[src/rtl/kh_pkg.sv]
`timescale 1ns / 1ps
// ----------------------------------------------------------------------------
// kh_pkg
// Types, codes and small tables shared by the keyer host command parser.
// ----------------------------------------------------------------------------
package kh_pkg;

   typedef enum logic [1:0] {
      CMD_HOST  = 2'd0,
      CMD_TICK  = 2'd1,
      CMD_SPEED = 2'd2,
      CMD_ECHO  = 2'd3
   } cmd_type;

   typedef enum logic [2:0] {
      EV_HOST  = 3'd0,
      EV_SPEED = 3'd1,
      EV_TONE  = 3'd2,
      EV_STOP  = 3'd3,
      EV_KEY   = 3'd4,
      EV_TEXT  = 3'd5
   } event_type;

   typedef enum logic [1:0] {
      PM_IDLE   = 2'd0,
      PM_ADMIN  = 2'd1,
      PM_PARAMS = 2'd2
   } parse_mode_type;

   // admin sub-commands
   localparam logic [7:0] ADM_RESET  = 8'h01;
   localparam logic [7:0] ADM_OPEN   = 8'h02;
   localparam logic [7:0] ADM_CLOSE  = 8'h03;
   localparam logic [7:0] ADM_VALUES = 8'h07;
   localparam logic [7:0] ADM_WK1    = 8'h0A;
   localparam logic [7:0] ADM_WK2    = 8'h0B;

   // host commands
   localparam logic [4:0] HC_TONE    = 5'h01;
   localparam logic [4:0] HC_SPEED   = 5'h02;
   localparam logic [4:0] HC_WEIGHT  = 5'h03;
   localparam logic [4:0] HC_PTT     = 5'h04;
   localparam logic [4:0] HC_POTSET  = 5'h05;
   localparam logic [4:0] HC_GETPOT  = 5'h07;
   localparam logic [4:0] HC_BKSP    = 5'h08;
   localparam logic [4:0] HC_CLEAR   = 5'h0A;
   localparam logic [4:0] HC_KEY     = 5'h0B;
   localparam logic [4:0] HC_FARNS   = 5'h0D;
   localparam logic [4:0] HC_MODE    = 5'h0E;
   localparam logic [4:0] HC_BUFFER  = 5'h0F;
   localparam logic [4:0] HC_NOP13   = 5'h13;
   localparam logic [4:0] HC_STATUS  = 5'h15;
   localparam logic [4:0] HC_RATIO   = 5'h17;
   localparam logic [4:0] HC_NOP1B   = 5'h1B;
   localparam logic [4:0] HC_NOP1E   = 5'h1E;
   localparam logic [4:0] HC_NOP1F   = 5'h1F;

   // configuration register indexes
   localparam logic [1:0] REG_VERSION  = 2'd0;
   localparam logic [1:0] REG_POT_LOW  = 2'd1;
   localparam logic [1:0] REG_POT_HIGH = 2'd2;

   localparam logic [7:0] VERSION_RST  = 8'd23;
   localparam logic [6:0] POT_LOW_RST  = 7'd5;
   localparam logic [6:0] POT_HIGH_RST = 7'd99;
   localparam logic [6:0] SPEED_RST    = 7'd20;
   localparam logic [7:0] WPM_NONE     = 8'hFF;
   localparam logic [7:0] STATUS_BASE  = 8'hC0;
   localparam logic [7:0] STATUS_XOFF  = 8'h11;
   localparam logic [7:0] STATUS_BUSY  = 8'h04;
   localparam logic [3:0] VALUES_LAST  = 4'd13;
   localparam int         MAX_DRAIN    = 32;

   typedef struct packed {
      logic [1:0] command;
      logic [7:0] data_byte;
      logic       consumer_busy;
      logic [6:0] local_wpm;
   } req_type;

   typedef struct packed {
      logic [2:0]  event_res;
      logic [11:0] value;
      logic        last;
      logic        continuation;
   } rsp_type;

   typedef struct packed {
      cmd_type    cmd;
      logic [7:0] data_byte;
      logic       busy;
      logic [6:0] wpm;
   } item_type;

   typedef struct packed {
      logic     valid;
      item_type item;
   } link_type;

   function automatic logic [6:0] sat_wpm(input logic [7:0] v);
      logic [6:0] r;
      if (v < 8'd5) r = 7'd5;
      else if (v > 8'd99) r = 7'd99;
      else r = v[6:0];
      return r;
   endfunction

   function automatic logic [7:0] upcase(input logic [7:0] c);
      logic [7:0] r;
      r = c;
      if (c >= 8'h61 && c <= 8'h7A) r = c - 8'h20;
      return r;
   endfunction

   function automatic logic [11:0] tone_hz(input logic [3:0] i);
      logic [11:0] r;
      case (i)
         4'd1:    r = 12'd4000;
         4'd2:    r = 12'd2000;
         4'd3:    r = 12'd1333;
         4'd4:    r = 12'd1000;
         4'd5:    r = 12'd800;
         4'd6:    r = 12'd667;
         4'd7:    r = 12'd571;
         4'd8:    r = 12'd500;
         4'd9:    r = 12'd444;
         4'd10:   r = 12'd400;
         default: r = 12'd600;
      endcase
      return r;
   endfunction

   function automatic logic [3:0] arity(input logic [4:0] c);
      logic [3:0] r;
      case (c)
         HC_PTT:    r = 4'd2;
         HC_POTSET: r = 4'd3;
         HC_BUFFER: r = 4'd15;
         HC_GETPOT, HC_BKSP, HC_CLEAR, HC_NOP13, HC_STATUS,
         HC_NOP1B, HC_NOP1E, HC_NOP1F: r = 4'd0;
         default:   r = 4'd1;
      endcase
      return r;
   endfunction

   function automatic logic [7:0] pot_byte(input logic [6:0] spd, input logic [6:0] lo);
      logic [6:0] off;
      off = (spd > lo) ? spd - lo : 7'd0;
      return {1'b1, off};
   endfunction

endpackage

[src/rtl/kh_front.sv]
`timescale 1ns / 1ps
// ----------------------------------------------------------------------------
// kh_front
// Input stage: accepts items, classifies the command and holds them in a
// two-entry queue for the back end.
// ----------------------------------------------------------------------------
module kh_front (
   input  logic             clock,
   input  logic             reset,
   input  logic             req_valid,
   output logic             req_stall,
   input  kh_pkg::req_type  req_data,
   output kh_pkg::link_type link,
   input  logic             pop
);

   kh_pkg::item_type buf_ff [2];
   logic             wr_ptr_ff, wr_ptr_in;
   logic             rd_ptr_ff, rd_ptr_in;
   logic [1:0]       cnt_ff, cnt_in;
   logic             push;
   logic             take;
   kh_pkg::item_type item_new;

   assign req_stall = (cnt_ff == 2'd2);
   assign push      = req_valid && !req_stall;
   assign take      = pop && (cnt_ff != 2'd0);

   always_comb begin
      item_new.cmd       = kh_pkg::cmd_type'(req_data.command);
      item_new.data_byte = req_data.data_byte;
      item_new.busy      = req_data.consumer_busy;
      item_new.wpm       = req_data.local_wpm;
      wr_ptr_in = push ? !wr_ptr_ff : wr_ptr_ff;
      rd_ptr_in = take ? !rd_ptr_ff : rd_ptr_ff;
      cnt_in    = cnt_ff + {1'b0, push} - {1'b0, take};
   end

   assign link.valid = (cnt_ff != 2'd0);
   assign link.item  = buf_ff[rd_ptr_ff];

   always_ff @(posedge clock) begin
      if (reset) begin
         wr_ptr_ff <= 1'b0;
         rd_ptr_ff <= 1'b0;
         cnt_ff    <= 2'd0;
      end else begin
         wr_ptr_ff <= wr_ptr_in;
         rd_ptr_ff <= rd_ptr_in;
         cnt_ff    <= cnt_in;
      end
   end

   always_ff @(posedge clock) begin
      if (push) begin
         buf_ff[wr_ptr_ff] <= item_new;
      end
   end

endmodule

[src/rtl/kh_back.sv]
`timescale 1ns / 1ps
// ----------------------------------------------------------------------------
// kh_back
// Execution stage: parses host bytes, runs commands, keeps the text queue
// and streams results through the output register.
// ----------------------------------------------------------------------------
module kh_back #(
   parameter int QUEUE_DEPTH = 32,
   parameter int XOFF_LEVEL  = 24
) (
   input  logic             clock,
   input  logic             reset,
   input  kh_pkg::link_type link,
   output logic             pop,
   input  logic [7:0]       cfg_version,
   input  logic [6:0]       cfg_pot_low,
   output logic             rsp_valid,
   input  logic             rsp_stall,
   output kh_pkg::rsp_type  rsp_data
);

   localparam int AW = (QUEUE_DEPTH > 1) ? $clog2(QUEUE_DEPTH) : 1;
   localparam int CW = $clog2(QUEUE_DEPTH + 1);
   localparam int SW = AW + 1;

   typedef enum logic [5:0] {
      ST_IDLE     = 6'b000001,
      ST_ACT      = 6'b000010,
      ST_EMIT     = 6'b000100,
      ST_VALS     = 6'b001000,
      ST_DRAIN_RD = 6'b010000,
      ST_DRAIN_WR = 6'b100000
   } state_type;

   state_type              state_ff, state_in;
   kh_pkg::parse_mode_type mode_ff, mode_in;
   logic [4:0]             pend_ff, pend_in;
   logic [3:0]             seen_ff, seen_in;
   logic [3:0]             want_ff, want_in;
   logic [7:0]             p0_ff, p0_in;
   logic                   open_ff, open_in;
   logic                   primed_ff, primed_in;
   logic [6:0]             speed_ff, speed_in;
   logic [7:0]             pushed_ff, pushed_in;
   logic [6:0]             potlo_ff, potlo_in;
   logic [CW-1:0]          cnt_ff, cnt_in;
   logic [AW-1:0]          head_ff, head_in;
   logic                   cont_ff, cont_in;
   logic                   pbusy_ff, pbusy_in;
   logic                   pne_ff, pne_in;
   logic [5:0]             rem_ff, rem_in;
   logic [3:0]             vals_ff, vals_in;
   logic                   dcont_ff, dcont_in;
   kh_pkg::rsp_type        res_ff, res_in;
   logic                   out_valid_ff, out_valid_in;
   kh_pkg::rsp_type        out_data_ff, out_data_in;
   logic [7:0]             rdq_ff;
   logic [7:0]             mem [QUEUE_DEPTH];

   logic                   out_free;
   logic                   mem_we;
   logic [AW-1:0]          mem_waddr;
   logic [7:0]             mem_wdata;
   logic [SW-1:0]          tail_sum;
   logic [AW-1:0]          head_nx;
   logic [3:0]             seen_nx;
   logic [7:0]             b;
   logic [7:0]             up;
   logic [3:0]             n_args;
   logic [6:0]             wpm_c;
   logic                   went_idle;
   logic                   cont_now;
   logic [7:0]             status;

   assign out_free  = !out_valid_ff || !rsp_stall;
   assign rsp_valid = out_valid_ff;
   assign rsp_data  = out_data_ff;

   always_comb begin
      tail_sum = {1'b0, head_ff} + SW'(cnt_ff);
      if (32'(tail_sum) >= QUEUE_DEPTH) tail_sum = tail_sum - SW'(QUEUE_DEPTH);
      head_nx = (32'(head_ff) == QUEUE_DEPTH - 1) ? '0 : head_ff + AW'(1);
      seen_nx = seen_ff + 4'd1;
      b       = link.item.data_byte;
      up      = kh_pkg::upcase(b);
      n_args  = kh_pkg::arity(b[4:0]);
      wpm_c   = kh_pkg::sat_wpm({1'b0, link.item.wpm});
      went_idle = pbusy_ff && !link.item.busy;
      cont_now  = went_idle ? pne_ff : cont_ff;
      status  = kh_pkg::STATUS_BASE;
      if (32'(cnt_ff) >= XOFF_LEVEL) status = status | kh_pkg::STATUS_XOFF;
      if (cnt_ff != '0) status = status | kh_pkg::STATUS_BUSY;
   end

   always_comb begin
      state_in  = state_ff;
      mode_in   = mode_ff;
      pend_in   = pend_ff;
      seen_in   = seen_ff;
      want_in   = want_ff;
      p0_in     = p0_ff;
      open_in   = open_ff;
      primed_in = primed_ff;
      speed_in  = speed_ff;
      pushed_in = pushed_ff;
      potlo_in  = potlo_ff;
      cnt_in    = cnt_ff;
      head_in   = head_ff;
      cont_in   = cont_ff;
      pbusy_in  = pbusy_ff;
      pne_in    = pne_ff;
      rem_in    = rem_ff;
      vals_in   = vals_ff;
      dcont_in  = dcont_ff;
      res_in    = res_ff;
      out_valid_in = out_valid_ff && rsp_stall;
      out_data_in  = out_data_ff;
      pop       = 1'b0;
      mem_we    = 1'b0;
      mem_waddr = tail_sum[AW-1:0];
      mem_wdata = up;

      case (state_ff)
         ST_IDLE: begin
            if (link.valid) begin
               pop = 1'b1;
               res_in.last         = 1'b1;
               res_in.continuation = 1'b0;
               case (link.item.cmd)
                  kh_pkg::CMD_HOST: begin
                     case (mode_ff)
                        kh_pkg::PM_ADMIN: begin
                           mode_in = kh_pkg::PM_IDLE;
                           case (b)
                              kh_pkg::ADM_OPEN: begin
                                 open_in         = 1'b1;
                                 res_in.event_res = kh_pkg::EV_HOST;
                                 res_in.value     = {4'd0, cfg_version};
                                 state_in         = ST_EMIT;
                              end
                              kh_pkg::ADM_CLOSE: open_in = 1'b0;
                              kh_pkg::ADM_VALUES: begin
                                 vals_in  = 4'd0;
                                 state_in = ST_VALS;
                              end
                              kh_pkg::ADM_RESET: begin
                                 pend_in   = 5'd0;
                                 seen_in   = 4'd0;
                                 want_in   = 4'd0;
                                 speed_in  = kh_pkg::SPEED_RST;
                                 pushed_in = kh_pkg::WPM_NONE;
                                 potlo_in  = kh_pkg::sat_wpm({1'b0, cfg_pot_low});
                                 cnt_in    = '0;
                                 head_in   = '0;
                                 primed_in = 1'b0;
                                 cont_in   = 1'b0;
                                 pbusy_in  = 1'b0;
                                 pne_in    = 1'b0;
                              end
                              // mode switches leave nothing visible here
                              default: ;
                           endcase
                        end
                        kh_pkg::PM_PARAMS: begin
                           if (seen_ff == 4'd0) p0_in = b;
                           seen_in = seen_nx;
                           if (seen_nx >= want_ff) begin
                              mode_in  = kh_pkg::PM_IDLE;
                              state_in = ST_ACT;
                           end
                        end
                        default: begin
                           mode_in = kh_pkg::PM_IDLE;
                           if (b == 8'd0) begin
                              mode_in = kh_pkg::PM_ADMIN;
                           end else if (b >= 8'h20) begin
                              if (open_ff && primed_ff) begin
                                 if (32'(cnt_ff) < QUEUE_DEPTH) begin
                                    mem_we = 1'b1;
                                    cnt_in = cnt_ff + CW'(1);
                                 end
                                 res_in.event_res = kh_pkg::EV_HOST;
                                 res_in.value     = {4'd0, up};
                                 state_in         = ST_EMIT;
                              end
                           end else if (open_ff) begin
                              pend_in = b[4:0];
                              if (n_args == 4'd0) begin
                                 state_in = ST_ACT;
                              end else begin
                                 mode_in = kh_pkg::PM_PARAMS;
                                 want_in = n_args;
                                 seen_in = 4'd0;
                              end
                           end
                        end
                     endcase
                  end
                  kh_pkg::CMD_TICK: begin
                     pbusy_in = link.item.busy;
                     if (cnt_ff == '0) begin
                        if (went_idle) cont_in = 1'b0;
                        pne_in = 1'b0;
                     end else begin
                        cont_in = cont_now;
                        pne_in  = 1'b1;
                        if (!link.item.busy) begin
                           dcont_in = cont_now;
                           cont_in  = 1'b1;
                           rem_in   = (32'(cnt_ff) > kh_pkg::MAX_DRAIN) ?
                                      6'(kh_pkg::MAX_DRAIN) : 6'(cnt_ff);
                           state_in = ST_DRAIN_RD;
                        end
                     end
                  end
                  kh_pkg::CMD_SPEED: begin
                     if (!({1'b0, wpm_c} == {1'b0, speed_ff} && {1'b0, wpm_c} == pushed_ff))
                     begin
                        speed_in  = wpm_c;
                        pushed_in = {1'b0, wpm_c};
                        if (open_ff) begin
                           res_in.event_res = kh_pkg::EV_HOST;
                           res_in.value     = {4'd0, kh_pkg::pot_byte(wpm_c, potlo_ff)};
                           state_in         = ST_EMIT;
                        end
                     end
                  end
                  default: begin
                     if (open_ff && primed_ff) begin
                        res_in.event_res = kh_pkg::EV_HOST;
                        res_in.value     = {4'd0, up};
                        state_in         = ST_EMIT;
                     end
                  end
               endcase
            end
         end
         ST_ACT: begin
            state_in            = ST_IDLE;
            res_in.last         = 1'b1;
            res_in.continuation = 1'b0;
            case (pend_ff)
               kh_pkg::HC_SPEED: begin
                  if (p0_ff != 8'd0) begin
                     speed_in  = kh_pkg::sat_wpm(p0_ff);
                     pushed_in = {1'b0, kh_pkg::sat_wpm(p0_ff)};
                     res_in.event_res = kh_pkg::EV_SPEED;
                     res_in.value     = {5'd0, kh_pkg::sat_wpm(p0_ff)};
                     state_in         = ST_EMIT;
                  end
               end
               kh_pkg::HC_TONE: begin
                  res_in.event_res = kh_pkg::EV_TONE;
                  res_in.value     = kh_pkg::tone_hz(p0_ff[3:0]);
                  state_in         = ST_EMIT;
               end
               kh_pkg::HC_BKSP: begin
                  if (cnt_ff != '0) cnt_in = cnt_ff - CW'(1);
               end
               kh_pkg::HC_CLEAR: begin
                  cnt_in  = '0;
                  head_in = '0;
                  cont_in = 1'b0;
                  res_in.event_res = kh_pkg::EV_STOP;
                  res_in.value     = 12'd0;
                  state_in         = ST_EMIT;
               end
               kh_pkg::HC_KEY: begin
                  res_in.event_res = kh_pkg::EV_KEY;
                  res_in.value     = {11'd0, p0_ff != 8'd0};
                  state_in         = ST_EMIT;
               end
               kh_pkg::HC_STATUS: begin
                  primed_in        = 1'b1;
                  res_in.event_res = kh_pkg::EV_HOST;
                  res_in.value     = {4'd0, status};
                  state_in         = ST_EMIT;
               end
               kh_pkg::HC_GETPOT: begin
                  primed_in        = 1'b1;
                  res_in.event_res = kh_pkg::EV_HOST;
                  res_in.value     = {4'd0, kh_pkg::pot_byte(speed_ff, potlo_ff)};
                  state_in         = ST_EMIT;
               end
               kh_pkg::HC_POTSET: potlo_in = kh_pkg::sat_wpm(p0_ff);
               // timing and weight settings have no visible effect here
               default: ;
            endcase
         end
         ST_EMIT: begin
            if (out_free) begin
               out_valid_in = 1'b1;
               out_data_in  = res_ff;
               state_in     = ST_IDLE;
            end
         end
         ST_VALS: begin
            if (out_free) begin
               out_valid_in             = 1'b1;
               out_data_in.event_res    = kh_pkg::EV_HOST;
               out_data_in.value        = (vals_ff == 4'd1) ? {5'd0, speed_ff} : 12'd0;
               out_data_in.last         = (vals_ff == kh_pkg::VALUES_LAST);
               out_data_in.continuation = 1'b0;
               vals_in = vals_ff + 4'd1;
               if (vals_ff == kh_pkg::VALUES_LAST) state_in = ST_IDLE;
            end
         end
         ST_DRAIN_RD: state_in = ST_DRAIN_WR;
         ST_DRAIN_WR: begin
            if (out_free) begin
               out_valid_in             = 1'b1;
               out_data_in.event_res    = kh_pkg::EV_TEXT;
               out_data_in.value        = {4'd0, rdq_ff};
               out_data_in.last         = (rem_ff == 6'd1);
               out_data_in.continuation = dcont_ff;
               head_in = head_nx;
               cnt_in  = cnt_ff - CW'(1);
               rem_in  = rem_ff - 6'd1;
               state_in = (rem_ff == 6'd1) ? ST_IDLE : ST_DRAIN_RD;
            end
         end
         default: state_in = ST_IDLE;
      endcase
   end

   always_ff @(posedge clock) begin
      if (reset) begin
         state_ff     <= ST_IDLE;
         mode_ff      <= kh_pkg::PM_IDLE;
         pend_ff      <= 5'd0;
         seen_ff      <= 4'd0;
         want_ff      <= 4'd0;
         open_ff      <= 1'b0;
         primed_ff    <= 1'b0;
         speed_ff     <= kh_pkg::SPEED_RST;
         pushed_ff    <= kh_pkg::WPM_NONE;
         potlo_ff     <= kh_pkg::POT_LOW_RST;
         cnt_ff       <= '0;
         head_ff      <= '0;
         cont_ff      <= 1'b0;
         pbusy_ff     <= 1'b0;
         pne_ff       <= 1'b0;
         rem_ff       <= 6'd0;
         vals_ff      <= 4'd0;
         dcont_ff     <= 1'b0;
         out_valid_ff <= 1'b0;
      end else begin
         state_ff     <= state_in;
         mode_ff      <= mode_in;
         pend_ff      <= pend_in;
         seen_ff      <= seen_in;
         want_ff      <= want_in;
         open_ff      <= open_in;
         primed_ff    <= primed_in;
         speed_ff     <= speed_in;
         pushed_ff    <= pushed_in;
         potlo_ff     <= potlo_in;
         cnt_ff       <= cnt_in;
         head_ff      <= head_in;
         cont_ff      <= cont_in;
         pbusy_ff     <= pbusy_in;
         pne_ff       <= pne_in;
         rem_ff       <= rem_in;
         vals_ff      <= vals_in;
         dcont_ff     <= dcont_in;
         out_valid_ff <= out_valid_in;
      end
   end

   always_ff @(posedge clock) begin
      p0_ff       <= p0_in;
      res_ff      <= res_in;
      out_data_ff <= out_data_in;
   end

   // text queue storage
   always_ff @(posedge clock) begin
      if (mem_we) begin
         mem[mem_waddr] <= mem_wdata;
      end
      if (state_ff == ST_DRAIN_RD) begin
         rdq_ff <= mem[head_ff];
      end
   end

endmodule

[src/rtl/keyer_host_command_parser.sv]
`timescale 1ns / 1ps
// ----------------------------------------------------------------------------
// keyer_host_command_parser
// Morse keyer host protocol parser: host bytes, poll ticks, local speed
// changes and decoded-character echo in; host replies and keyer events out.
// ----------------------------------------------------------------------------
// Usage:
//   req_* carries one item (command, data_byte, consumer_busy, local_wpm),
//   taken when req_valid is high and req_stall low. rsp_* returns the
//   resulting events, each taken when rsp_valid is high and rsp_stall low;
//   the final event of an item has last set. Items that cause no event
//   produce nothing on rsp_*.
//   An item enters a two-entry input queue, then the executor takes it one
//   at a time. A single-event item has its event built in the result register,
//   then loaded into the output register. Get-values replies send 14 bytes, one
//   per cycle while rsp_stall is low; a poll with the consumer idle drains the text
//   queue, a memory read then an output load per character, up to 32 characters.
//   When rsp_stall is high the output register holds its event, the executor
//   waits and the input queue fills, then req_stall rises.
//   Reset clears all control state; the text queue needs no clearing pass.
//   Configuration registers sit on the APB port at 0x0, 0x4 and 0x8.
// ----------------------------------------------------------------------------
module keyer_host_command_parser #(
   parameter int QUEUE_DEPTH = 32,
   parameter int XOFF_LEVEL  = 24
) (
   input  logic            clock,
   input  logic            reset,
   input  logic            req_valid,
   output logic            req_stall,
   input  kh_pkg::req_type req_data,
   output logic            rsp_valid,
   input  logic            rsp_stall,
   output kh_pkg::rsp_type rsp_data,
   input  logic            psel,
   input  logic            penable,
   input  logic            pwrite,
   input  logic [3:0]      paddr,
   input  logic [31:0]     pwdata,
   output logic [31:0]     prdata,
   output logic            pready
);

   logic [7:0]       cfg_version_ff;
   logic [6:0]       cfg_pot_low_ff;
   logic [6:0]       cfg_pot_high_ff;
   logic             cfg_we;
   kh_pkg::link_type link;
   logic             pop;

   assign pready = 1'b1;
   assign cfg_we = psel && penable && pwrite;

   always_ff @(posedge clock) begin
      if (reset) begin
         cfg_version_ff  <= kh_pkg::VERSION_RST;
         cfg_pot_low_ff  <= kh_pkg::POT_LOW_RST;
         cfg_pot_high_ff <= kh_pkg::POT_HIGH_RST;
      end else if (cfg_we) begin
         case (paddr[3:2])
            kh_pkg::REG_VERSION:  cfg_version_ff  <= pwdata[7:0];
            kh_pkg::REG_POT_LOW:  cfg_pot_low_ff  <= pwdata[6:0];
            kh_pkg::REG_POT_HIGH: cfg_pot_high_ff <= pwdata[6:0];
            default: ;
         endcase
      end
   end

   always_comb begin
      case (paddr[3:2])
         kh_pkg::REG_VERSION:  prdata = {24'd0, cfg_version_ff};
         kh_pkg::REG_POT_LOW:  prdata = {25'd0, cfg_pot_low_ff};
         kh_pkg::REG_POT_HIGH: prdata = {25'd0, cfg_pot_high_ff};
         default:              prdata = 32'd0;
      endcase
   end

   kh_front u_front (
      .clock     (clock),
      .reset     (reset),
      .req_valid (req_valid),
      .req_stall (req_stall),
      .req_data  (req_data),
      .link      (link),
      .pop       (pop)
   );

   kh_back #(
      .QUEUE_DEPTH (QUEUE_DEPTH),
      .XOFF_LEVEL  (XOFF_LEVEL)
   ) u_back (
      .clock       (clock),
      .reset       (reset),
      .link        (link),
      .pop         (pop),
      .cfg_version (cfg_version_ff),
      .cfg_pot_low (cfg_pot_low_ff),
      .rsp_valid   (rsp_valid),
      .rsp_stall   (rsp_stall),
      .rsp_data    (rsp_data)
   );

endmodule

[config.mk]
export PLATFORM = sky130hd
export DESIGN_NAME = keyer_host_command_parser
export DESIGN_NICKNAME = d
export VERILOG_FILES = /design/src/rtl/kh_pkg.sv /design/src/rtl/kh_front.sv /design/src/rtl/kh_back.sv /design/src/rtl/keyer_host_command_parser.sv
export SDC_FILE = /design/constraint.sdc
export NUM_CORES = 1
export LEC_CHECK = 0
export CORE_MARGIN = 2
export CORE_UTILIZATION = 45
export DETAILED_ROUTE_END_ITERATION = 8
export DONT_BUFFER_PORTS = 1
export GPL_ROUTABILITY_DRIVEN = 0
export PLACE_DENSITY_LB_ADDON = 0.15
export SLEW_MARGIN = 10
export SYNTH_ARGS = -nofsm -noshare
export SYNTH_HDL_FRONTEND = slang
export SYNTH_SLANG_ARGS = --single-unit
[constraint.sdc]
create_clock -name clock -period 8.19 [get_ports clock]
set_input_delay 1.638 -clock clock [delete_from_list [all_inputs] [get_ports clock]]
set_output_delay 1.638 -clock clock [all_outputs]
set_load 0.1 [all_outputs]
==> results.json <==
{
  "instances_no_fill": 2271,
  "timing.rr.end": "u_back.seen_ff[1]",
  "hold_class": "register to register",
  "placed_area_sq_um": 21600,
  "async_flop_share": 0,
  "synth_top_family_by_area": "multiplexers",
  "r2r_cells": 9,
  "fin_nets": 1744,
  "yosysWarnings": 0,
  "synth-adder-area-share": 0.0339,
  "cts_made_buffers": 47,
  "fin_skew_ps": 19.9,
  "initial_core_util": 0.454,
  "ys.flop_type": "edfxtp_1",
  "coreArea_sq_um": 46300,
  "cp-start-kind": "register",
  "grt_max_degree": 82,
  "post-cts-setup-buffer-count": 0,
  "endpoint_kind": "register",
  "worst_ep_arrival_time_ps": 5870,
  "leakage_nw": 7.77,
  "r2r_slack_ps": 2840,
  "grt_use_total": 0.217,
  "ys_seq_elements": 447,
  "final_max_slew_viol_count": 0,
  "setup_violations": 0,
  "root_buffer": "clkbuf_16",
  "cp-endpoint": "u_back.seen_ff[1]",
  "synth_cell_type_count": 81,
  "htreeDepth": 2,
  "syn2layout_area_growth_pct": 10.0,
  "clock_latency_ps": 600,
  "ys_seq_area_frac": 0.588,
  "ant_nets": 0,
  "syn_area_sq_um": 21000,
  "dp_hpwl_um": 35100,
  "postCtsHoldBufs": 0,
  "grt_pass1_wl_um": 78900,
  "cts_resized": 0,
  "antenna_found_initial": 0,
  "io_buffer_count": 0,
  "synth_mux_area_frac": 0.128,
  "max_freq_mhz": 187,
  "fin_tns_setup_ps": 0,
  "cts.sinks": 447,
  "p_per_area_nw_per_um2": 266,
  "crit_fanout": 39,
  "wl_um": 51600,
  "num_io_pins": 113,
  "rsz0062_at_grt": "no",
  "stdcell_area_sq_um": 23100,
  "maxCapViolations": 0,
  "synth_xor_xnor_area_share": 0.0104,
  "diodes": 0,
  "cp.required_ps": 8710,
  "critPathKind": "register to register",
  "die_y_um": 220,
  "worst_pin_slew_ps": 1160,
  "final_common_cell": "edfxtp_1",
  "synth_edf_count": 340,
  "wl_per_cell_um": 22.7,
  "synth_compound_area_frac": 0.0949,
  "vdd_drop_max_uv": 201,
  "drive_gt1_frac": 0.133,
  "relSlewSlack": 0.219,
  "viasPerCell": 5.84,
  "grt_pass1_vias": 12914,
  "std_cell_rows": 79,
  "die-area_sq_um": 48400,
  "synth-simple-area-share": 0.111,
  "synth_cells": 1634,
  "drtPass1Iterations": 5,
  "synth.avg_cell_area_sq_um": 12.8,
  "finalHoldViolCount": 0,
  "dr_total_vias": 13257,
  "status": "completed",
  "fp.dieW_um": 220,
  "clk_path_buf_depth": 3,
  "final_cell_mix": "edfxtp_1, nor2_1, nand2_1",
  "drt_iter0_drc": 1228,
  "fin_crit_sh": 0.653,
  "clk_pin_slew_worst_paths_ps": 60,
  "cts_tree": "yes",
  "grt_overflow": 0,
  "fin_crit_ps": 5350,
  "drc": 0,
  "dp_cells": 2186
}
[worst min path at each step]
stage,from,to,cells past startpoint
after CTS,u_back.want_ff[1],u_back.want_ff[1],2
final,u_back.want_ff[1],u_back.want_ff[1],2
after global placement,u_back.want_ff[1],u_back.want_ff[1],2
after detailed placement,u_back.want_ff[1],u_back.want_ff[1],2
after floorplan,u_back.want_ff[1],u_back.want_ff[1],2
after global routing,u_back.want_ff[1],u_back.want_ff[1],2
[flip-flops by register name, summed over array words and instances, names as in the netlist, 6 cells and up, named ones only]
name              flops
u_back.p0_ff          8
u_back.rem_ff         6
u_front.buf_ff       36
u_back.state_ff       6
cfg_pot_high_ff       7
cfg_version_ff        8
u_back.mem          256
u_back.res_ff        15
u_back.pushed_ff      8
u_back.rdq_ff         8
u_back.cnt_ff         6
cfg_pot_low_ff        7
u_back.potlo_ff       7
u_back.rsp_data      17
[cell usage after synthesis (10+ instances only)]
cell	number	share of area
edfxtp_1	340	0.49
nor2_1	165	0.030
nand2_1	136	0.024
dfxtp_1	107	0.10
a21oi_1	80	0.019
mux4_2	80	0.086
mux2i_1	69	0.033
o21ai_0	55	0.013
clkbuf_1	54	0.0097
ha_1	52	0.031
inv_1	49	0.0088
nand3_1	33	0.0079
nor3_1	33	0.0079
buf_4	26	0.0093
mux2_2	18	0.0097
a211oi_1	17	0.0061
and3_1	14	0.0042
buf_1	14	0.0025
xnor2_1	14	0.0058
a221oi_1	12	0.0050
and2_1	12	0.0036
a21o_1	11	0.0039
a22oi_1	11	0.0039
nand3b_1	11	0.0039
xor2_1	11	0.0046
a31oi_1	10	0.0030
nor2b_1	10	0.0030
nor3b_1	10	0.0036
[per-stage QoR]
| step | hold WS (ps) | util | worst slack, ps | total power, mW |
|---|---|---|---|---|
| 2_1_floorplan | 432 | - | 2290 | 3.73 |
| 3_3_place_gp | 442 | 0.467 | 3350 | 4.07 |
| 3_5_place_dp | 447 | 0.467 | 3200 | 4.10 |
| 4_1_cts | 455 | 0.499 | 3180 | 6.18 |
| 5_1_grt | 470 | 0.499 | 2430 | 6.40 |
| 6_report | 453 | 0.499 | 2840 | 6.13 |
[critical path, cell delays in order, from the launching register on]
cell and delay [ps]:
dfxtp_2 930, mux2i_1 740, clkinv_1 1130, ha_1 680
mux2_2 310, a32oi_1 270, a211oi_1 170, o21ai_0 550
mux2_2 400, nor2_1 70
[final cells by class]
cell class	instances	area, sq um
multi-input cells	1057	8090
fillers	4021	23200
well taps	607	759
flip-flops and latches	447	12400
inverters	51	191
clock inverters	19	204
clock buffers	66	1290
repair buffers	24	198
[power breakdown]
part	total (mW)	internal (mW)	switching, mW
logic	1.24	0.399	0.838
clock network	2.07	1.20	0.878
registers	2.82	2.70	0.128
total	6.13	4.29	1.84
[cells by family (layout without fill, tap and decap cells)]
family | after synthesis | after routing
and+or+nand+nor | 489 | 489
DFF | 447 | 447
AOI/OAI and AO/OA | 296 | 296
muxes | 167 | 167
buffers and inverters | 153 | 160
adders and majority gates | 55 | 55
xor gates and xnor gates | 25 | 25
other | 2 | 25
[metal layers]
layer  track usage  share of wire  up-vias  wire length [um]
met5             0              0        -                 0
met3        0.0313          0.048       80              2470
li1              -              -     6176                 -
met4        0.0702          0.028        0              1450
met2         0.354           0.48      393             24600
met1         0.299           0.45     6608             23100
No activity file was read; power rests on OpenSTA's default activity.
